===== src/rtl/core/plin_pkg.sv =====
// Shared types, status codes and sizing constants for the piecewise linear interpolator.
package plin_pkg;

    localparam int CAPACITY_DEFAULT = 16;
    localparam int COORD_W          = 32;
    localparam int STATUS_W         = 3;
    localparam int ALU_W            = COORD_W + 2;
    localparam int DIV_STEPS        = COORD_W;
    localparam int DIV_CNT_W        = $clog2(DIV_STEPS);

    localparam logic ACT_ADD  = 1'b0;
    localparam logic ACT_EVAL = 1'b1;

    localparam logic [STATUS_W-1:0] ST_EVAL    = 3'd0;
    localparam logic [STATUS_W-1:0] ST_APPEND  = 3'd1;
    localparam logic [STATUS_W-1:0] ST_REPLACE = 3'd2;
    localparam logic [STATUS_W-1:0] ST_FULL    = 3'd3;
    localparam logic [STATUS_W-1:0] ST_DUP     = 3'd4;
    localparam logic [STATUS_W-1:0] ST_EMPTY   = 3'd5;

    typedef struct packed {
        logic                      action;
        logic signed [COORD_W-1:0] x_coord;
        logic signed [COORD_W-1:0] y_coord;
    } in_t;

    typedef struct packed {
        logic signed [COORD_W-1:0] result_value;
        logic [STATUS_W-1:0]       status;
    } out_t;

endpackage


===== src/rtl/core/piecewise_linear_interpolator_top.sv =====
// Sequence: an empty-table request goes straight to the result load; an add or clamped evaluate
// first scans the breakpoints; an interpolating evaluate runs the scan, four add/sub steps,
// one multiply, 32 restoring division steps and a final add/sub.
// Throughput: one request at a time; ready is high only while idle, which follows the result load,
// and a held result stalls that load. One 34-bit add/sub unit serves all.
// Reset: rst_n is asynchronous, active low; it empties the table and drops any pending result.
module piecewise_linear_interpolator_top #(
    parameter int CAPACITY = plin_pkg::CAPACITY_DEFAULT
) (
    input  logic           clk,
    input  logic           rst_n,
    input  logic           in_valid,
    output logic           in_ready,
    input  plin_pkg::in_t  in_data,
    output logic           out_valid,
    input  logic           out_ready,
    output plin_pkg::out_t out_data
);

    localparam int IDX_W = $clog2(CAPACITY);
    localparam int CNT_W = $clog2(CAPACITY + 1);
    localparam int CW    = plin_pkg::COORD_W;
    localparam int AW    = plin_pkg::ALU_W;
    localparam int DCW   = plin_pkg::DIV_CNT_W;

    // Sequencer codes
    localparam logic [3:0] S_IDLE = 4'd0;
    localparam logic [3:0] S_SCAN = 4'd1;
    localparam logic [3:0] S_DX   = 4'd2;
    localparam logic [3:0] S_DD   = 4'd3;
    localparam logic [3:0] S_DY   = 4'd4;
    localparam logic [3:0] S_MAG  = 4'd5;
    localparam logic [3:0] S_MUL  = 4'd6;
    localparam logic [3:0] S_DIV  = 4'd7;
    localparam logic [3:0] S_FIN  = 4'd8;
    localparam logic [3:0] S_DONE = 4'd9;

    // Breakpoint store: one write port and one registered read port per array
    logic [CW-1:0] mem_x [CAPACITY];
    logic [CW-1:0] mem_y [CAPACITY];
    logic [CW-1:0] rd_x_reg, rd_y_reg;
    logic [IDX_W-1:0] rd_addr, wr_addr;
    logic [CW-1:0] wr_x, wr_y;
    logic          wr_en;

    // Control state
    logic [3:0]       state_reg, state_next;
    logic [CNT_W-1:0] n_reg, n_next;
    logic [IDX_W-1:0] pos_reg, pos_next;
    logic [DCW-1:0]   div_cnt_reg, div_cnt_next;
    logic             out_valid_reg, out_valid_next;

    // Working registers (no reset needed)
    logic [CW-1:0]  x_reg, x_next;
    logic [CW-1:0]  y_reg, y_next;
    logic           act_reg, act_next;
    logic [CW-1:0]  prev_x_reg, prev_x_next;
    logic [CW-1:0]  prev_y_reg, prev_y_next;
    logic [CW-1:0]  x1_reg, x1_next;
    logic [CW-1:0]  y1_reg, y1_next;
    logic [CW-1:0]  dx_reg, dx_next;
    logic [CW-1:0]  dd_reg, dd_next;
    logic [CW-1:0]  mag_reg, mag_next;
    logic           neg_reg, neg_next;
    logic [CW-1:0]  rem_reg, rem_next;
    logic [CW-1:0]  quo_reg, quo_next;
    logic [CW-1:0]  res_val_reg, res_val_next;
    logic [plin_pkg::STATUS_W-1:0] res_st_reg, res_st_next;
    plin_pkg::out_t out_data_reg, out_data_next;

    // Shared add/sub unit
    logic [AW-1:0] alu_a, alu_b, alu_res;
    logic          alu_sub;

    logic          accept;
    logic          is_last;
    logic          is_le;
    logic          is_eq;
    logic [CW:0]   div_shift;

    function automatic logic [AW-1:0] sext(input logic [CW-1:0] v);
        return {{(AW - CW){v[CW-1]}}, v};
    endfunction

    assign accept    = in_valid && in_ready;
    assign in_ready  = (state_reg == S_IDLE);
    assign out_valid = out_valid_reg;
    assign out_data  = out_data_reg;

    assign is_last   = (CNT_W'(pos_reg) + CNT_W'(1)) == n_reg;
    assign is_eq     = (alu_res == '0);
    assign is_le     = alu_res[AW-1] || is_eq;
    assign div_shift = {rem_reg, quo_reg[CW-1]};

    // Address the next entry while the current one is being compared
    assign rd_addr = (state_reg == S_SCAN) ? IDX_W'(pos_reg + IDX_W'(1)) : '0;

    assign alu_res = alu_a + (alu_sub ? ~alu_b : alu_b) + AW'(alu_sub);

    always_comb
    begin
        alu_a   = sext(x_reg);
        alu_b   = sext(rd_x_reg);
        alu_sub = 1'b1;
        unique case (state_reg)
            S_SCAN:
            begin
                alu_a = sext(x_reg);
                alu_b = sext(rd_x_reg);
            end
            S_DX:
            begin
                alu_a = sext(x_reg);
                alu_b = sext(prev_x_reg);
            end
            S_DD:
            begin
                alu_a = sext(x1_reg);
                alu_b = sext(prev_x_reg);
            end
            S_DY:
            begin
                alu_a = sext(y1_reg);
                alu_b = sext(prev_y_reg);
            end
            S_MAG:
            begin
                alu_a = neg_reg ? sext(prev_y_reg) : sext(y1_reg);
                alu_b = neg_reg ? sext(y1_reg) : sext(prev_y_reg);
            end
            S_DIV:
            begin
                alu_a = {{(AW - CW - 1){1'b0}}, div_shift};
                alu_b = {{(AW - CW){1'b0}}, dd_reg};
            end
            S_FIN:
            begin
                alu_a   = sext(prev_y_reg);
                alu_b   = {{(AW - CW){1'b0}}, quo_reg};
                alu_sub = neg_reg;
            end
            default:
            begin
                alu_a = sext(x_reg);
            end
        endcase
    end

    always_comb
    begin
        state_next     = state_reg;
        n_next         = n_reg;
        pos_next       = pos_reg;
        div_cnt_next   = div_cnt_reg;
        out_valid_next = out_valid_reg;
        x_next         = x_reg;
        y_next         = y_reg;
        act_next       = act_reg;
        prev_x_next    = prev_x_reg;
        prev_y_next    = prev_y_reg;
        x1_next        = x1_reg;
        y1_next        = y1_reg;
        dx_next        = dx_reg;
        dd_next        = dd_reg;
        mag_next       = mag_reg;
        neg_next       = neg_reg;
        rem_next       = rem_reg;
        quo_next       = quo_reg;
        res_val_next   = res_val_reg;
        res_st_next    = res_st_reg;
        out_data_next  = out_data_reg;
        wr_en          = 1'b0;
        wr_addr        = n_reg[IDX_W-1:0];
        wr_x           = x_reg;
        wr_y           = y_reg;

        // Drop the delivered result
        if (out_valid_reg && out_ready)
        begin
            out_valid_next = 1'b0;
        end

        unique case (state_reg)
            S_IDLE:
            begin
                if (accept)
                begin
                    x_next       = in_data.x_coord;
                    y_next       = in_data.y_coord;
                    act_next     = in_data.action;
                    pos_next     = '0;
                    res_val_next = '0;
                    if (n_reg == '0)
                    begin
                        state_next = S_DONE;
                        if (in_data.action == plin_pkg::ACT_EVAL)
                        begin
                            res_st_next = plin_pkg::ST_EMPTY;
                        end
                        else
                        begin
                            wr_en       = 1'b1;
                            wr_addr     = '0;
                            wr_x        = in_data.x_coord;
                            wr_y        = in_data.y_coord;
                            n_next      = CNT_W'(1);
                            res_st_next = plin_pkg::ST_APPEND;
                        end
                    end
                    else
                    begin
                        state_next = S_SCAN;
                    end
                end
            end
            S_SCAN:
            begin
                if (act_reg == plin_pkg::ACT_ADD)
                begin
                    if (is_eq)
                    begin
                        res_st_next = plin_pkg::ST_DUP;
                        state_next  = S_DONE;
                    end
                    else if (is_le)
                    begin
                        wr_en       = 1'b1;
                        wr_addr     = pos_reg;
                        res_st_next = plin_pkg::ST_REPLACE;
                        state_next  = S_DONE;
                    end
                    else if (is_last)
                    begin
                        state_next = S_DONE;
                        if (n_reg == CNT_W'(CAPACITY))
                        begin
                            res_st_next = plin_pkg::ST_FULL;
                        end
                        else
                        begin
                            wr_en       = 1'b1;
                            n_next      = n_reg + CNT_W'(1);
                            res_st_next = plin_pkg::ST_APPEND;
                        end
                    end
                    else
                    begin
                        pos_next = pos_reg + IDX_W'(1);
                    end
                end
                else
                begin
                    res_st_next = plin_pkg::ST_EVAL;
                    if (is_le && (pos_reg != '0) && !is_eq)
                    begin
                        x1_next    = rd_x_reg;
                        y1_next    = rd_y_reg;
                        state_next = S_DX;
                    end
                    else if (is_le || is_last)
                    begin
                        // Clamp, exact hit or past the last breakpoint
                        res_val_next = rd_y_reg;
                        state_next   = S_DONE;
                    end
                    else
                    begin
                        prev_x_next = rd_x_reg;
                        prev_y_next = rd_y_reg;
                        pos_next    = pos_reg + IDX_W'(1);
                    end
                end
            end
            S_DX:
            begin
                dx_next    = alu_res[CW-1:0];
                state_next = S_DD;
            end
            S_DD:
            begin
                dd_next    = alu_res[CW-1:0];
                state_next = S_DY;
            end
            S_DY:
            begin
                neg_next   = alu_res[AW-1];
                state_next = S_MAG;
            end
            S_MAG:
            begin
                mag_next   = alu_res[CW-1:0];
                state_next = S_MUL;
            end
            S_MUL:
            begin
                // High half is below the divisor since dx never exceeds dd
                {rem_next, quo_next} = dx_reg * mag_reg;
                div_cnt_next         = '0;
                state_next           = S_DIV;
            end
            S_DIV:
            begin
                if (!alu_res[AW-1])
                begin
                    rem_next = alu_res[CW-1:0];
                end
                else
                begin
                    rem_next = div_shift[CW-1:0];
                end
                quo_next     = {quo_reg[CW-2:0], !alu_res[AW-1]};
                div_cnt_next = div_cnt_reg + DCW'(1);
                if (div_cnt_reg == DCW'(plin_pkg::DIV_STEPS - 1))
                begin
                    state_next = S_FIN;
                end
            end
            S_FIN:
            begin
                res_val_next = alu_res[CW-1:0];
                state_next   = S_DONE;
            end
            S_DONE:
            begin
                // Hold until the output register is free
                if (!out_valid_reg || out_ready)
                begin
                    out_data_next.result_value = res_val_reg;
                    out_data_next.status       = res_st_reg;
                    out_valid_next             = 1'b1;
                    state_next                 = S_IDLE;
                end
            end
            default:
            begin
                state_next = S_IDLE;
            end
        endcase
    end

    always_ff @(posedge clk or negedge rst_n)
    begin
        if (!rst_n)
        begin
            state_reg     <= S_IDLE;
            n_reg         <= '0;
            pos_reg       <= '0;
            div_cnt_reg   <= '0;
            out_valid_reg <= 1'b0;
        end
        else
        begin
            state_reg     <= state_next;
            n_reg         <= n_next;
            pos_reg       <= pos_next;
            div_cnt_reg   <= div_cnt_next;
            out_valid_reg <= out_valid_next;
        end
    end

    always_ff @(posedge clk)
    begin
        x_reg        <= x_next;
        y_reg        <= y_next;
        act_reg      <= act_next;
        prev_x_reg   <= prev_x_next;
        prev_y_reg   <= prev_y_next;
        x1_reg       <= x1_next;
        y1_reg       <= y1_next;
        dx_reg       <= dx_next;
        dd_reg       <= dd_next;
        mag_reg      <= mag_next;
        neg_reg      <= neg_next;
        rem_reg      <= rem_next;
        quo_reg      <= quo_next;
        res_val_reg  <= res_val_next;
        res_st_reg   <= res_st_next;
        out_data_reg <= out_data_next;
    end

    // Breakpoint memory
    always_ff @(posedge clk)
    begin
        if (wr_en)
        begin
            mem_x[wr_addr] <= wr_x;
            mem_y[wr_addr] <= wr_y;
        end
        rd_x_reg <= mem_x[rd_addr];
        rd_y_reg <= mem_y[rd_addr];
    end

endmodule


===== config.mk =====
export PLATFORM = sky130hd
export DESIGN_NAME = piecewise_linear_interpolator_top
export DESIGN_NICKNAME = d
export VERILOG_FILES = /design/src/rtl/core/plin_pkg.sv /design/src/rtl/core/piecewise_linear_interpolator_top.sv
export SDC_FILE = /design/constraint.sdc
export NUM_CORES = 2
export LEC_CHECK = 0
export BUFFER_PORTS_ARGS = -buffer_cell sky130_fd_sc_hd__buf_2
export CORE_UTILIZATION = 39
export CTS_BUF_LIST = sky130_fd_sc_hd__clkbuf_2
export CTS_CLUSTER_SIZE = 16
export DETAILED_ROUTE_END_ITERATION = 12
export GPL_TIMING_DRIVEN = 0
export SLEW_MARGIN = 20
export SYNTH_ARGS = -nofsm -noshare
export SYNTH_HDL_FRONTEND = slang
export SYNTH_SLANG_ARGS = --single-unit
export TNS_END_PERCENT = 30

===== constraint.sdc =====
create_clock -name clk -period 23.8 [get_ports clk]
set_clock_uncertainty 0.2 [all_clocks]
set_input_delay 3.57 -clock clk [delete_from_list [all_inputs] [get_ports clk]]
set_output_delay 3.57 -clock clk [all_outputs]
set_load 0.01 [all_outputs]

* Yosys cells after proc, flatten, opt, wreduce, memory -nomap -nowiden
Memories as Yosys holds them, arrays and structs flattened. A register that Yosys moved wholly into a read port is not among the register bits.
Index checks and enable logic that the tools add are counted.
** Word-level totals
- Register bits after elaboration :: 443
- Latch bits :: 0
- Memory bits (writable) :: 1024
- Memory bits (read-only) :: 0
- Input bits :: 69
- Output and inout bits :: 37
- Logic and storage cells :: 175
- Memories kept :: 2
** Memory list
- mem_x :: depth 16, width 32, rd ports 1, clocked after memory_dff 1, write ports 1, RTL line piecewise_linear_interpolator_top.sv:39 : logic [CW-1:0] mem_x [CAPACITY];
- mem_y :: depth 16, width 32, rd ports 1, clocked after memory_dff 1, write ports 1, RTL line piecewise_linear_interpolator_top.sv:40 : logic [CW-1:0] mem_y [CAPACITY];
** Cells by class
- Add/sub/neg operators :: 6
- Multiply operators :: 1
- Div/mod/pow operators :: 0
- $lt $le $gt $ge :: 0
- Equal/unequal tests :: 32
- Shifts and indexed selects :: 0
- Mux-type cells :: 82
- Bitwise operators :: 3
- Reduce and logical (&&, ||, !) cells :: 27
** Operators with widths (count)
- 32-bit 2-to-1 mux :: 13
- 34-bit one-hot mux with 5 select lines :: 2
- 32-bit one-hot mux with 2 select lines :: 2
- 34-bit 2-to-1 mux :: 3
- 4-bit 2-to-1 mux :: 24
- 32-bit one-hot mux with 3 select lines :: 1
- 32-bit by 32-bit multiplier with 64-bit output :: 1
- 5-bit 2-to-1 mux :: 8
- 4-bit one-hot mux with 10 select lines :: 1
- 34-bit by 1-bit adder with 34-bit output :: 1
- 34-bit adder :: 1
- 34-bit zero test :: 1
- 34-bit inverter :: 1
- 3-bit 2-to-1 mux :: 7
- 2-bit inequality test, second input constant :: 10
- 5-bit one-hot mux with 2 select lines :: 2
- 4-bit by 3-bit equality test with 1-bit output, second input constant :: 4
- 4-bit one-hot mux with 2 select lines :: 2
- 3-bit inequality test, second input constant :: 5
- 1-bit 2-to-1 mux :: 14
- 5-bit by 1-bit adder with 5-bit output, second input constant :: 2
- 5-bit equality test, second input constant :: 2
- 5-bit AND reduction :: 2
- 9-bit AND reduction :: 1
- other kinds (26) :: 41

* Depth between registers and ports, before layout
- Depth in word-level cells :: 15
- Gate-level depth with buffers :: 31
- Mapped depth without buffers :: 29

* Worst setup path before layout
OpenSTA, ideal clock, no wires.
- Path type :: reg-to-reg
- Start point :: reg state_reg[1]
- End point :: mem mem_x[11][0] in the netlist's numbering (enable)
- Setup time :: 565 ps
- Arrival :: 9931 ps
- Required time :: 23035 ps
- Setup slack :: 13104 ps
- Stages on the path, launching flop included :: 22
- Buffers on the path :: 3
- Clock period less this slack :: 10696 ps
- Cell sequence :: dfrtp_1 -> clkbuf_1 -> buf_2 -> nand2_1 -> nor3_1 -> clkbuf_1 -> a222oi_1 -> a31oi_1 -> ha_1 -> a21o_1 -> nand3_1 -> nand3_1 -> o311a_1 -> a31o_2 -> o21ai_0 -> nand2_1 -> xor2_1 -> or4_1 -> nor4_4 -> nor2_1 -> nor2_1 -> nor3_1
** On the way
- Word-level cells in the longest chain between the ends :: 15
- Elaborated cells on any way between the ends :: 31
- Those cells by class :: add/sub: 2; eq/ne: 7; mux: 16; bitwise: 1; reduce/logical: 5
** RTL lines
- start, declared :: RTL line piecewise_linear_interpolator_top.sv:47 : logic [3:0] state_reg, state_next;
- start signal, assigned :: RTL line piecewise_linear_interpolator_top.sv:353 : state_reg <= state_next;
- 4-bit by 2-bit equality test with 1-bit output
- 2-bit OR reduction (no source line)
- 34-bit one-hot mux with 5 select lines :: RTL line piecewise_linear_interpolator_top.sv:105 : unique case (state_reg)
- 34-bit inverter :: RTL line piecewise_linear_interpolator_top.sv:98 : assign alu_res = alu_a + (alu_sub ? ~alu_b : alu_b) + AW'(alu_sub);
- 34-bit 2-to-1 mux :: RTL line piecewise_linear_interpolator_top.sv:98
- 34-bit adder :: RTL line piecewise_linear_interpolator_top.sv:98
- 34-bit by 1-bit adder with 34-bit output (*) :: RTL line piecewise_linear_interpolator_top.sv:98
- via alu_res[28] :: RTL line piecewise_linear_interpolator_top.sv:72 : logic [AW-1:0] alu_a, alu_b, alu_res;
- 34-bit zero test (*) :: RTL line piecewise_linear_interpolator_top.sv:91 : assign is_eq = (alu_res == '0);
- 1-bit logical OR :: RTL line piecewise_linear_interpolator_top.sv:92 : assign is_le = alu_res[AW-1] || is_eq;
- 1-bit 2-to-1 mux :: RTL line piecewise_linear_interpolator_top.sv:225 : else if (is_le)
- 1-bit 2-to-1 mux :: RTL line piecewise_linear_interpolator_top.sv:220 : if (is_eq)
- 1-bit 2-to-1 mux :: RTL line piecewise_linear_interpolator_top.sv:218 : if (act_reg == plin_pkg::ACT_ADD)
- 1-bit one-hot mux with 2 select lines :: RTL line piecewise_linear_interpolator_top.sv:183 : unique case (state_reg)
- 1-bit 2-to-1 mux :: RTL line piecewise_linear_interpolator_top.sv:384 : if (wr_en)
- 1-bit 2-to-1 mux (implied by the code) :: RTL line piecewise_linear_interpolator_top.sv:386 : mem_x[wr_addr] <= wr_x;
- end, declared :: RTL line piecewise_linear_interpolator_top.sv:39
Mark *: on every way through the listed nets, which the timed path passes. The rest lies on a longest branch.

* Final worst setup path
- Start point :: reg mag_reg[18]
- End point :: reg rem_reg[25], data pin
** On the way
- Word-level cells in the longest chain between the ends :: 2
** RTL lines
- start, declared :: RTL line piecewise_linear_interpolator_top.sv:63 : logic [CW-1:0] mag_reg, mag_next;
- start signal, assigned :: RTL line piecewise_linear_interpolator_top.sv:372 : mag_reg <= mag_next;
- 32-bit by 32-bit multiplier with 64-bit output :: RTL line piecewise_linear_interpolator_top.sv:297 : {rem_next, quo_next} = dx_reg * mag_reg;
- 32-bit one-hot mux with 2 select lines :: RTL line piecewise_linear_interpolator_top.sv:183
- via rem_next[25] :: RTL line piecewise_linear_interpolator_top.sv:65 : logic [CW-1:0] rem_reg, rem_next;
- end signal, assigned :: RTL line piecewise_linear_interpolator_top.sv:374 : rem_reg <= rem_next;
- end, declared :: RTL line piecewise_linear_interpolator_top.sv:65
The timed path passes the listed nets, and every way through them passes these cells.
A chain may end at the register's enable or synchronous reset.

==> reports/results.md <==
| Quantity | This run | Unit |
| --- | --- | --- |
| WL final | 324 | mm |
| Clock period minus final worst setup slack | 11310 | ps |
| Number of nets in the layout | 9913 | - |
| Net count after synthesis | 9273 | - |
| Total routing usage reported by global routing | 26.5 | % |
| Routed wirelength normalized by instance count | 26.7 | um |
| Tcrit/Tclk final | 47.5 | % |
| MaxCap Viol Count | 0 | - |
| Most repeated cell in the gate-level netlist after synthesis | sky130_fd_sc_hd__edfxtp_1 | - |
| TritonCTS buffer count | 401 | - |
| Die X | 496 | um |
| Root buffer selected by CTS | sky130_fd_sc_hd__clkbuf_2 | - |
| Global route hottest layer | met2 | - |
| Skew-Pair Late Insertion Delay | 1860 | ps |
| Antenna violations before repair | 46 | - |
| Overall via count from detail_route | 66000 | - |
| Startpoint of the worst-slack reg-to-reg timing path | mag_reg[18] | - |
| Area enclosed by the die boundary | 246000 | um2 |
| Register clock-pin slew on the reported worst setup and hold paths | 120 | ps |
| Cell occurring most often along the worst timing path | sky130_fd_sc_hd__fa_1 | - |
| Buffers inserted by post-CTS timing repair | 0 | - |
| Global-route track usage on met1 | 31.7 | % |
| Cell area after synthesis | 95000 | um2 |
| Core ar. | 241000 | um2 |
| TritonCTS clock tree | built | - |
| Dominant synthesized flop cell | sky130_fd_sc_hd__edfxtp_1 | - |
| Final worst hold slack | 173 | ps |
| Final weighted congestion in routability-driven placement | 1.02 | - |
| Cell type with the largest total area after synthesis | sky130_fd_sc_hd__edfxtp_1 | - |
| Library cell contributing the largest single delay on the critical path | sky130_fd_sc_hd__a2111oi_0 | - |
| Synth Area per Inst | 11.9 | um2 |
| Most frequent cells after synthesis | sky130_fd_sc_hd__edfxtp_1, sky130_fd_sc_hd__nand2_1, sky130_fd_sc_hd__fa_1 | - |
| Setup slack of the worst register-to-register path | 12490 | ps |
| R2R Path End | rem_reg[25] | - |
| Maximum frequency from static timing analysis | 0.0884 | GHz |
| Max_slew headroom | 11.4 | % |
| Total negative slack | 0 | ps |
| Delay of the slowest cell on the worst path | 920 | ps |
| Router iterations before antenna repair | 6 | - |
| Routed vias/inst | 5.44 | - |
| Sinks on Clock Net | 1531 | - |
| #FFs+latches synth | 1531 | - |
| Maximum count of clock buffers along a single path | 4 | - |
| Buffers added on ports | 105 | - |
| Top fanout value on the critical path | 10 | - |
| Sort of element at the start of the critical path | flip-flop | - |
| Synth Area in Simple Gates | 12.0 | % |
| Via count of the first global-routing pass | 68800 | - |
| Proportion of netlist area held by the largest area contributor | 45.8 | % |
| Count of cell types in the netlist | 81 | - |
| Pin count of the biggest net entering global routing | 56 | - |
| H-tree level count | 5 | - |
| Number of hold violations in the final report | 0 | - |
| Proportion of synthesized flip-flops having asynchronous set or reset | 1.24 | % |
| Synth-to-Final Area Change | 10.2 | % |
| Multiplexer share of the synthesized area | 1.13 | % |
| Util after Layout | 43.4 | % |
| Count of antenna-violating nets left after detailed routing | 0 | - |
| Global-route met3 utilization | 4.25 | % |
| Type of the tightest min-delay check | flip-flop to flip-flop | - |
| Critical Setup Path Class | flip-flop to flip-flop | - |
| Required @ worst endpoint | 25140 | ps |
| Family with the most delay on the worst path | adder cells | - |
| CP Capture Point | rem_reg[25] | - |
| Number of pins exceeding their max-slew limit in the final report | 0 | - |
| Remaining Overflow, GRT | 0 | - |
| Share of the synthesized netlist area taken by xor and xnor gates | 1.10 | % |
| Number of synthesized flops with an enable pin | 1448 | - |
| DP Wirelength | 258 | mm |
| Standard-cell rows | 180 | - |
| Instance count on the critical path | 27 | - |
| Post-cts sizing count | 0 | - |
| Detailed Route Iter0 Violations | 5799 | - |
| Main area contributors after synthesis | sky130_fd_sc_hd__edfxtp_1, sky130_fd_sc_hd__fa_1, sky130_fd_sc_hd__and2_1, sky130_fd_sc_hd__nand2_1, sky130_fd_sc_hd__ha_1 | - |
| Type of element capturing the critical path | flip-flop | - |
| Transition time of the tightest slew-check pin | 1330 | ps |
| Synth warnings | 0 | - |
| Global-route wire length before repair | 469 | mm |
| Timing startpoint of the critical path | mag_reg[18] | - |
| Drt drc | 0 | - |
| Global routing usage on met2 | 45.5 | % |
| Setup violations, final | 0 | - |
| Unrepaired setup endpoints after global routing | no | - |
| Fraction of layout cells with a size suffix above 1 | 11.4 | % |
| Vert. Die Dim | 496 | um |
| Post-Layout Inst Area | 105000 | um2 |
| Fraction of the mapped netlist area in compound gates | 9.75 | % |
| Share of synthesized cell area in full adder, half adder and majority cells | 22.9 | % |
| Worst reg-to-reg path cell count | 27 | - |
| Placement Cell Area | 101000 | um2 |
| Count of buffering cells on the critical path with inverters included | 5 | - |
| Synthesized netlist cell count | 8006 | - |
| Initial cell density of the core | 39.4 | % |
| Outcome | complete, no violations | - |
| Combinational family with the most area after synthesis | adder cells | - |
| Hold-fix buffers at CTS | 0 | - |
| Data arrival time of the critical path | 12660 | ps |
| Top Ports | 106 | - |
| Proportion of synthesized chip area in sequential cells | 47.6 | % |
[worst min-delay path by stage]
stage	startpoint	end	slack [ps]	cells past startpoint
finish	rd_x_reg[18]	prev_x_reg[18]	170	0
global route	res_val_reg[17]	out_data[20]	210	0
CTS	res_val_reg[18]	out_data[21]	190	0
detailed placement	res_val_reg[29]	out_data[32]	210	0
global placement	res_val_reg[24]	out_data[27]	210	0
floorplan	res_st_reg[0]	out_data[0]	200	0
[final cells by class]
type	count	area (um2)
Fill cell	22900	137000
Clock inverter	100	467
Tap cell	3185	3990
Clock buffer	596	2980
Sequential cell	1531	45200
Antenna cell	12	30.0
Buffer	511	1970
Timing Repair Buffer	237	1950
Inverter	874	3290
Multi-Input combinational cell	5090	44800
[through the flow]
stage / setup WS (ps) / cells
6_report: 12490 / 12100
5_1_grt: 12400 / 12100
4_1_cts: 12440 / 12100
3_5_place_dp: 12520 / 11400
3_3_place_gp: 5420 / 11300
2_1_floorplan: 13100 / 8006
[logic make-up after synthesis]
| group | Yosys count |
|---|---|
| fa+ha+maj | 1198 |
| xor+xnor | 119 |
| flops | 1531 |
| compound gates | 1339 |
| buf+inv | 1385 |
| simple gates | 2335 |
| mux | 99 |
[placed cells by master, fill, tap and decap left out, types with 260 or more instances in the layout]
cell,n
sky130_fd_sc_hd__and2_1,854
sky130_fd_sc_hd__fa_1,897
sky130_fd_sc_hd__nand2_1,1140
sky130_fd_sc_hd__clkbuf_1,469
sky130_fd_sc_hd__edfxtp_1,1448
sky130_fd_sc_hd__a211oi_1,329
sky130_fd_sc_hd__ha_1,301
sky130_fd_sc_hd__clkbuf_2,614
sky130_fd_sc_hd__inv_1,870
sky130_fd_sc_hd__a21oi_1,260
[metal layers]
metal	share of wire [%]	vias to the layer above	routed length, um
met5	0.044	-	141
met4	6.3	20	20400
met3	6.7	765	21900
met2	49	2914	159000
met1	38	33300	122000
li1	-	29000	-
Power is left out: the tool's default activity adds up to more than one toggle a clock period on the data nets, which glitch-free logic cannot reach.
